--- config.mk ---
export PLATFORM = sky130hd
export DESIGN_NAME = dsps_control
export DESIGN_NICKNAME = d
export VERILOG_FILES = /design/src/rtl/dsps_pkg.sv /design/src/rtl/dsps_control.sv
export SDC_FILE = /design/constraint.sdc
export NUM_CORES = 1
export LEC_CHECK = 0
export CAP_MARGIN = 0
export CORE_AREA = 2 2 42 44
export CTS_BUF_LIST = sky130_fd_sc_hd__clkbuf_4 sky130_fd_sc_hd__clkbuf_8
export DETAILED_ROUTE_END_ITERATION = 6
export DIE_AREA = 0 0 44 46
export DONT_BUFFER_PORTS = 1
export HOLD_SLACK_MARGIN = 0.05
export PLACE_DENSITY_LB_ADDON = 0.3
export RECOVER_POWER = 50
export SLEW_MARGIN = 20
export SYNTH_ARGS = -nofsm -noshare
export SYNTH_HDL_FRONTEND = slang
export SYNTH_SLANG_ARGS = --single-unit
--- constraint.sdc ---
create_clock -name clock -period 2.8 [get_ports clock]
set_input_delay 0.42 -clock clock [delete_from_list [all_inputs] [get_ports clock]]
set_output_delay 0.42 -clock clock [all_outputs]
set_load 0.02 [all_outputs]
--- src/rtl/dsps_pkg.sv ---
package dsps_pkg;

   localparam int MAX_NODES    = 16;
   localparam int NODE_WIDTH   = $clog2(MAX_NODES);
   localparam int CNT_WIDTH    = $clog2(MAX_NODES + 1);
   localparam int WEIGHT_WIDTH = 16;
   localparam int DIST_WIDTH   = 24;
   localparam int ADDR_WIDTH   = 2 * NODE_WIDTH;

   localparam logic [DIST_WIDTH-1:0] DIST_INF = {DIST_WIDTH{1'b1}};
   localparam logic [CNT_WIDTH-1:0]  NUM_NODES_RESET = CNT_WIDTH'(MAX_NODES);

   localparam logic FUNC_WRITE = 1'b0;
   localparam logic FUNC_QUERY = 1'b1;

   typedef struct packed {
      logic                    func;
      logic [3:0]              from_node;
      logic [3:0]              to_node;
      logic [WEIGHT_WIDTH-1:0] weight;
   } req_type;

   typedef struct packed {
      logic [3:0]            path_node;
      logic                  path_found;
      logic [DIST_WIDTH-1:0] goal_distance;
      logic                  last;
   } rsp_type;

   typedef enum logic [3:0] {
      ST_IDLE,
      ST_INIT,
      ST_PICK,
      ST_MARK,
      ST_RELAX_RD,
      ST_RELAX,
      ST_CHECK,
      ST_WALK,
      ST_EMIT,
      ST_NOTFOUND
   } state_type;

   // controller to datapath
   typedef struct packed {
      logic write_weight;
      logic load_query;
      logic init;
      logic scan_clear;
      logic scan_step;
      logic pick_step;
      logic mark;
      logic relax_step;
      logic walk_push;
      logic walk_start;
      logic emit_step;
      logic emit_start;
   } cmd_type;

   // datapath to controller
   typedef struct packed {
      logic scan_end;
      logic round_end;
      logic best_inf;
      logic query_bad;
      logic goal_unreach;
      logic walk_end;
      logic emit_end;
   } status_type;

endpackage

--- src/rtl/dsps_control.sv ---
module dsps_control
   import dsps_pkg::*;
(
   input  logic       clock,
   input  logic       reset,
   input  logic       req_valid,
   output logic       req_ready,
   input  logic       req_func,
   output logic       rsp_valid,
   input  logic       rsp_ready,
   output logic       rsp_notfound,
   input  status_type status,
   output cmd_type    cmd,
   output logic       busy
);

   state_type state_ff, state_in;

   always_ff @(posedge clock) begin
      if (reset) begin
         state_ff <= ST_IDLE;
      end else begin
         state_ff <= state_in;
      end
   end

   always_comb begin
      state_in     = state_ff;
      cmd          = '0;
      req_ready    = 1'b0;
      rsp_valid    = 1'b0;
      rsp_notfound = 1'b0;
      busy         = (state_ff != ST_IDLE);
      case (state_ff)
         ST_IDLE: begin
            req_ready = 1'b1;
            if (req_valid) begin
               if (req_func == FUNC_WRITE) begin
                  cmd.write_weight = 1'b1;
               end else if (status.query_bad) begin
                  state_in = ST_NOTFOUND;
               end else begin
                  cmd.load_query = 1'b1;
                  state_in = ST_INIT;
               end
            end
         end
         ST_INIT: begin
            cmd.init = 1'b1;
            cmd.scan_clear = 1'b1;
            state_in = ST_PICK;
         end
         ST_PICK: begin
            if (status.round_end) begin
               state_in = ST_CHECK;
            end else if (status.scan_end) begin
               state_in = ST_MARK;
            end else begin
               cmd.pick_step = 1'b1;
               cmd.scan_step = 1'b1;
            end
         end
         ST_MARK: begin
            cmd.mark = 1'b1;
            // every node left is unreachable, nothing more can change
            if (status.best_inf) begin
               state_in = ST_CHECK;
            end else begin
               state_in = ST_RELAX_RD;
            end
         end
         ST_RELAX_RD: begin
            cmd.scan_step = 1'b1;
            state_in = ST_RELAX;
         end
         ST_RELAX: begin
            cmd.relax_step = 1'b1;
            if (status.scan_end) begin
               cmd.scan_clear = 1'b1;
               state_in = ST_PICK;
            end else begin
               cmd.scan_step = 1'b1;
            end
         end
         ST_CHECK: begin
            cmd.walk_start = 1'b1;
            state_in = status.goal_unreach ? ST_NOTFOUND : ST_WALK;
         end
         ST_WALK: begin
            cmd.walk_push = 1'b1;
            if (status.walk_end) begin
               cmd.emit_start = 1'b1;
               state_in = ST_EMIT;
            end
         end
         ST_EMIT: begin
            rsp_valid = 1'b1;
            if (rsp_ready) begin
               cmd.emit_step = 1'b1;
               if (status.emit_end) begin
                  state_in = ST_IDLE;
               end
            end
         end
         ST_NOTFOUND: begin
            rsp_valid = 1'b1;
            rsp_notfound = 1'b1;
            if (rsp_ready) begin
               state_in = ST_IDLE;
            end
         end
         default: begin
            state_in = ST_IDLE;
         end
      endcase
   end

endmodule

[After elaboration in Yosys (flattened, before gate mapping)]
Cells that the tools add are included.
Cells by class
  add/subtract/negate cells: 0
  multipliers: 0
  divide/modulo/power cells: 0
  order comparisons: 0
  eq/ne operators: 17
  shifts and indexed selects: 0
  mux-type cells: 37
  bitwise gates (word level): 0
  reduce and logical (&&, ||, !) cells: 4
Operators by type and width (number)
  two-way mux 4 bit: 11
  one-hot mux 4 bit (10 select lines): 1
  two-way mux 1 bit: 18
  == test 4 x 3 -> 1 bit, second input constant: 4
  != test 2 bit, second input constant: 7
  two-way mux 2 bit: 5
  == test 4 x 2 -> 1 bit, second input constant: 2
  == test 4 bit, second input constant: 2
  AND reduction 8 bit: 1
  == test 4 x 1 -> 1 bit, second input constant: 1
  logical NOT 4 bit: 1
  nonzero test 4 bit: 1
  != test 3 bit, second input constant: 1
  one-hot mux 1 bit (3 select lines): 1
  one-hot mux 1 bit (2 select lines): 1
  OR reduction 2 bit: 1
Storage, ports and cells
  flip-flop bits (word level): 4
  bits in latches: 0
  memory bits (writable): 0
  memory bits (read-only): 0
  input port bits: 12
  output and inout bits: 16
  word-level logic and storage cells: 59
  memories: 0

[Longest topological paths before layout]
Gate-level depths: netlist of run 1.
  word-level depth: 4
  depth in mapped cells: 5
  mapped depth without buffers: 4

[Least setup slack after synthesis of run 1]
OpenSTA, ideal clock, no wires.
  kind: reg-to-output
  start point: register state_ff[3]
  end point: output cmd[10] (netlist name)
  data arrival time: 1666 ps
  data required time: 2380 ps
  path slack: 714 ps
  cell stages (with the launch flop): 5
  buffers on the path: 0
  cells stage by stage: dfxtp_1 -> or4_4 -> inv_2 -> nand2_1 -> nor3b_1
RTL lines
  start: declaration: RTL line dsps_control.sv:17  | state_type state_ff, state_in;
  start signal: assignment: RTL line dsps_control.sv:23  | state_ff <= state_in;
  end: declaration: RTL line dsps_control.sv:13  | output cmd_type cmd,

==> qor.log, run 1 <==
INFO  floorplan      floorplan.initialDensity=27.4%
INFO  grt            via_count_of_the_first_global_routing_pass=461
INFO  cts            clock_latency=0.23ns
INFO  yosys          netlist_instances=63
INFO  route          drc_errors=0
INFO  timing         min_period_over_period=87.5%
INFO  cts            clk_pin_slew_worst_paths=0.04ns
INFO  cells_and_area mostFrequentLayoutCell=nor2_1
INFO  cells_and_area syn_to_final_growth=6.23%
INFO  setup_path     critPathKind=register to output port
INFO  cells_and_area instances_no_fill=82
INFO  timing         final_period_minus_worst_setup_slack=2.45ns
INFO  run_status     outcome=finished clean
INFO  route          routed_vias_inst=5.83
INFO  timing         slew_headroom=50.7%
INFO  power          static-leakage-power=0.176nW
INFO  setup_path     critPathArrivalTime=2.03ns
INFO  route          detailroute.via_count=478
INFO  route          ant_nets=0
INFO  grt            grt_first_pass_wirelength=2020um
INFO  yosys          share_of_the_yosys_chip_area_belonging_to_registers=18.1%
INFO  placement      dp_hpwl=914um
INFO  cts            htree_levels=1
INFO  grt            grt_max_degree=17
INFO  cells_and_area layout_common_cells=nor2_1, nand2_1, o21ai_1, dfxtp_1
INFO  cts            tritoncts=yes
INFO  timing         tightestPinTransition=0.733ns
INFO  power          cellPowerDensity=1170nW/um^2
INFO  yosys          synth_ff_type=dfxtp_1
INFO  job            drv.max_cap_violation_count=0
INFO  min_path       worst_hold_path_type=input pin to register
INFO  cts            post_cts.repair.setup_buffers=0
INFO  setup_path     worstPathMaxFanout=16
INFO  power          clkPwrFrac=12.9%
INFO  timing         setup_tns=0ns
INFO  timing         fin_worst_skew=0.00168ns
INFO  cts            clock-root-buffer=clkbuf_4
INFO  power          seq_power_share=28.8%
INFO  timing         finalWorstSetupSlack=0.350ns
INFO  yosys          yosys_warnings=0
INFO  yosys          synth.top_cells.by_area=dfxtp_1, nor2_1, nor3b_1
INFO  cts            cts.repair.resized=0
INFO  yosys          synth-seq-cells=4
INFO  yosys          syn_area_per_cell=7.01um^2
INFO  cts            cts_hold_buffers=0
INFO  grt            global_route.overflow_total=0
INFO  yosys          synth.net_count=75
INFO  power          cell_internal_pwr=0.000241W
INFO  cells_and_area finalCoreUtilization=29.1%
INFO  timing         final_hold_viol_count=0
INFO  floorplan      num_rows=15
INFO  placement      io_buffers=0
INFO  yosys          mappedNetlistArea=442um^2
INFO  floorplan      floorplan.die.height=46um
INFO  cells_and_area top_flop_regs=state_ff (4)
INFO  cts            cts-buffers-inserted=3
INFO  grt            track_usage=13.4%
INFO  setup_path     worst_setup_path_start_kind=register
INFO  timing         finalSetupViolations=0
INFO  yosys          ys_types=35
INFO  yosys          async_flop_share=0%
INFO  route          first_drt_pass_iteration_count=2
INFO  yosys          top_cell_type_s_share_of_synthesized_area=18.1%
INFO  timing         timing.final.max_slew_violations=0
INFO  route          initialDrtViolationCount=6
INFO  floorplan      die_width=44um
INFO  yosys          number_of_enable_flip_flop_cells_after_synthesis=0
INFO  floorplan      core_area=1610um^2
INFO  cts            cts_num_sinks=4
INFO  timing         rsz0062_at_grt=false
INFO  setup_path     critical_path.endpoint_type=output port
INFO  cells_and_area post_route_cells_drive_above_1_share=12.3%
INFO  power          vdd.ir_drop.worst=0.281mV
INFO  cells_and_area layout.nets=79
INFO  cts            max-clock-path-buffers=2
INFO  cells_and_area n_antenna_cell=0
INFO  placement      place_ws=0.702ns
INFO  cells_and_area largest_register_ffs=4
INFO  floorplan      design.die.area=2020um^2
INFO  grt            antenna_found_initial=0
INFO  cells_and_area num-fill-cells=187
INFO  route          detail_route.wl_per_cell=14.8um
INFO  setup_path     worst_path_required_time=2.38ns
INFO  cells_and_area largest-register=state_ff
INFO  power          power_frac_comb=58.3%
INFO  route          drt-total-wl=1220um
INFO  floorplan      top_level_ports=28
INFO  yosys          synth_area_leader_cell=dfxtp_1
INFO  power          power.share.switching=56.3%
INFO  timing         clock.fmax=408MHz
INFO  placement      dp.cells=79
INFO  power          power.net_switching=0.000310W
INFO  placement      routabilityCongestion=0.696
-- per-layer routing --
metal / vias to the layer above / track usage (%) / routed length (um)
met4: 0 / 7.27 / 0
met2: 18 / 20.9 / 565
met1: 217 / 17.2 / 556
met5: - / 0 / 0
met3: 0 / 2.78 / 94
li1: 243 / - / -
-- per-stage QoR --
step                      hold slack [ns]  total power (W)  instance area (um^2)
after global placement              0.521         0.000516                   467
final                               0.297         0.000551                   469
after CTS                           0.274         0.000592                   489
after global routing                0.284         0.000606                   469
after detailed placement            0.520         0.000517                   467
after floorplan                     0.512         0.000458                   442
-- critical path, stage by stage, from the launching register on --
cell	delay (ns)
dfxtp_1	0.44
or4_1	0.73
inv_2	0.18
nand2_1	0.09
nor3b_1	0.19
buf_4	0.17
-- cells by family (layout without fill, tap and decap cells) --
| kind of cell | Yosys count | in the layout | share of synthesized area [%] |
|---|---|---|---|
| buf+inv | 8 | 10 | 7.65 |
| flops | 4 | 4 | 18.1 |
| simple gates | 33 | 33 | 45.6 |
| compound gates | 18 | 18 | 28.6 |
-- synth_stat cells, drive strengths merged, types with 2 or more instances --
cell / number
buf: 3
nand2b: 3
or4: 2
and3b: 2
nor3b: 3
a21oi: 3
nand2: 4
nand3: 2
nor2: 7
o21ai: 5
nor3: 2
dfxtp: 4
o31ai: 2
inv: 4
-- final cells by class --
type	count	area (um^2)	share of cell area, %
tap	17	21.3	4.53
timing repair buffer	3	15.0	3.20
sequential	4	80.1	17.1
clock buffer	3	22.5	4.80
inverter	4	15.0	3.20
multi-input combinational	51	315	67.2
-- power by group through the flow --
stage / registers (W) / clock network, W / logic [W]
3_5_place_dp: 0.000159 / 0 / 0.000357
4_1_cts: 0.000158 / 0.0000756 / 0.000358
2_1_floorplan: 0.000100 / 0 / 0.000358
5_1_grt: 0.000166 / 0.0000823 / 0.000358
3_3_place_gp: 0.000157 / 0 / 0.000359
6_report: 0.000159 / 0.0000710 / 0.000321
-- path summary, 6_finish.rpt --
kind,slack (ns),end,start,depth (start not counted)
min reg2reg,0.70,state_ff[2],state_ff[2],2
min,0.30,state_ff[0],reset,1
max,0.35,cmd[10],state_ff[1],5
max reg2reg,0.88,state_ff[0],state_ff[1],4
(Power assumes the default switching activity.)
==> inputs of run 2 (changes only) <==
CORE_AREA = 2 2 39 41   (was 2 2 42 44)
DIE_AREA = 0 0 41 43   (was 0 0 44 46)
==> run 2 against run 1 <==
Compared with the run above:
- sequential cell count unchanged
- count of clock-buffer cells in the layout unchanged
- sequential share of layout area about the same
- final area increased by 0.27%
- first-iteration DRC count increased to 3.3 times the previous value
- critical endpoint unchanged
==> qor.log, run 2 (synthesized netlist as in run 1, its figures left out) <==
INFO  run_status     outcome=finished clean
INFO  route          ant_nets=0
INFO  floorplan      num_rows=14
INFO  placement      routabilityCongestion=0.794
INFO  grt            grt_first_pass_wirelength=1820um
INFO  cells_and_area multiInputGateArea=314um^2
INFO  route          detail_route.wl_per_cell=15.0um
INFO  power          cell_internal_pwr=0.000244W
INFO  floorplan      design.die.area=1760um^2
INFO  cts            clock-root-buffer=clkbuf_4
INFO  floorplan      core_area=1380um^2
INFO  cts            cts_hold_buffers=0
INFO  cts            cts.repair.resized=0
INFO  cts            htree_levels=1
INFO  min_path       worst_hold_path_type=input pin to register
INFO  cts            post_cts.repair.setup_buffers=0
INFO  route          first_drt_pass_iteration_count=4
INFO  cells_and_area layout_common_cells=nor2_1, nand2_1, dfxtp_1
INFO  grt            via_count_of_the_first_global_routing_pass=407
INFO  setup_path     critPathArrivalTime=2.05ns
INFO  cells_and_area layout.nets=79
INFO  cts            clk_pin_slew_worst_paths=0.04ns
INFO  cells_and_area n_antenna_cell=0
INFO  power          power.net_switching=0.000310W
INFO  cts            clock_latency=0.23ns
INFO  route          drc_errors=0
INFO  power          clkPwrFrac=12.8%
INFO  cells_and_area largest-register=state_ff
INFO  cts            tritoncts=yes
INFO  cells_and_area top_flop_regs=state_ff (4)
INFO  timing         rsz0062_at_grt=false
INFO  power          static-leakage-power=0.180nW
INFO  grt            track_usage=15.2%
INFO  setup_path     worst_setup_path_start_kind=register
INFO  cells_and_area post_route_cells_drive_above_1_share=13.8%
INFO  route          wl_met2=583um
INFO  floorplan      top_level_ports=28
INFO  timing         final_hold_viol_count=0
INFO  timing         min_period_over_period=88.3%
INFO  cts            max-clock-path-buffers=2
INFO  power          seq_power_share=28.1%
INFO  power          vdd.ir_drop.worst=0.558mV
INFO  cts            cts_num_sinks=4
INFO  route          detailroute.via_count=480
INFO  timing         tightestPinTransition=0.694ns
INFO  timing         clock.fmax=404MHz
INFO  grt            grt_max_degree=17
INFO  cells_and_area area.sequential=80.1um^2
INFO  grt            global_route.overflow_total=0
INFO  route          met1_length=503um
INFO  timing         slew_headroom=53.3%
INFO  placement      io_buffers=0
INFO  floorplan      die_width=41um
INFO  power          power_frac_comb=59.1%
INFO  placement      dp_hpwl=921um
INFO  floorplan      floorplan.initialDensity=31.9%
INFO  cts            cts-buffers-inserted=3
INFO  setup_path     critPathKind=register to output port
INFO  job            drv.max_cap_violation_count=0
INFO  setup_path     worstPathMaxFanout=16
INFO  timing         finalSetupViolations=0
INFO  timing         setup_tns=0ns
INFO  route          routed_vias_inst=5.93
INFO  placement      dp.cells=78
INFO  cells_and_area num-fill-cells=147
INFO  route          top_layer_used=met3
INFO  cells_and_area largest_register_ffs=4
INFO  cells_and_area syn_to_final_growth=6.52%
INFO  power          power.share.switching=56.0%
INFO  setup_path     critical_path.endpoint_type=output port
INFO  cells_and_area mostFrequentLayoutCell=nor2_1
INFO  cells_and_area instances_no_fill=81
INFO  timing         final_period_minus_worst_setup_slack=2.47ns
INFO  setup_path     worst_path_required_time=2.38ns
INFO  floorplan      floorplan.die.height=43um
INFO  route          initialDrtViolationCount=20
INFO  grt            antenna_found_initial=0
INFO  route          drt-total-wl=1210um
INFO  power          cellPowerDensity=1180nW/um^2
INFO  timing         fin_worst_skew=0.00231ns
INFO  timing         timing.final.max_slew_violations=0
INFO  route          met3_wirelength=126um
run 2: metal layers:
metal / GRT usage, % / vias up
li1: - / 240
met1: 19.0 / 217
met2: 22.2 / 23
met3: 9.42 / 0
met4: 2.00 / 0
met5: 0 / -
run 2: power by group through the flow:
stage	logic [W]	registers [W]	clock network, W
floorplan	0.000358	0.000100	0
global placement	0.000366	0.000156	0
detailed placement	0.000362	0.000157	0
CTS	0.000364	0.000157	0.0000751
global route	0.000356	0.000165	0.0000801
finish	0.000328	0.000156	0.0000711
run 2: final cells by class:
type	instances	share of cell area [%]
clock buffers	3	4.79
inverters	4	3.19
multi-input cells	51	66.8
flip-flops and latches	4	17.0
well taps	16	4.26
repair buffers	3	3.99
run 2: critical path: stages (launching register included):
cell	delay, ns
dfxtp_1	0.45
or4_1	0.73
inv_2	0.18
nand2_1	0.09
nor3b_1	0.20
buf_4	0.17
run 2: worst paths after layout:
path	start	end	slack (ns)	cells past startpoint
worst min register to register	state_ff[2]	state_ff[2]	0.72	2
worst min-delay path	reset	state_ff[0]	0.30	1
worst max register to register	state_ff[1]	state_ff[0]	0.85	4
worst max-delay path	state_ff[1]	cmd[10]	0.33	5
run 2: stage by stage:
step           worst slack [ns]  hold slack (ns)  utilization, %  instance area [um^2]  power (W)
6_report                  0.326            0.300            34.0                   470   0.000554
5_1_grt                   0.223            0.294            34.0                   470   0.000600
4_1_cts                   0.435            0.273            35.3                   488   0.000596
3_5_place_dp              0.706            0.526            33.6                   465   0.000520
3_3_place_gp              0.712            0.525            33.6                   465   0.000522
2_1_floorplan             0.714            0.512               -                   442   0.000458
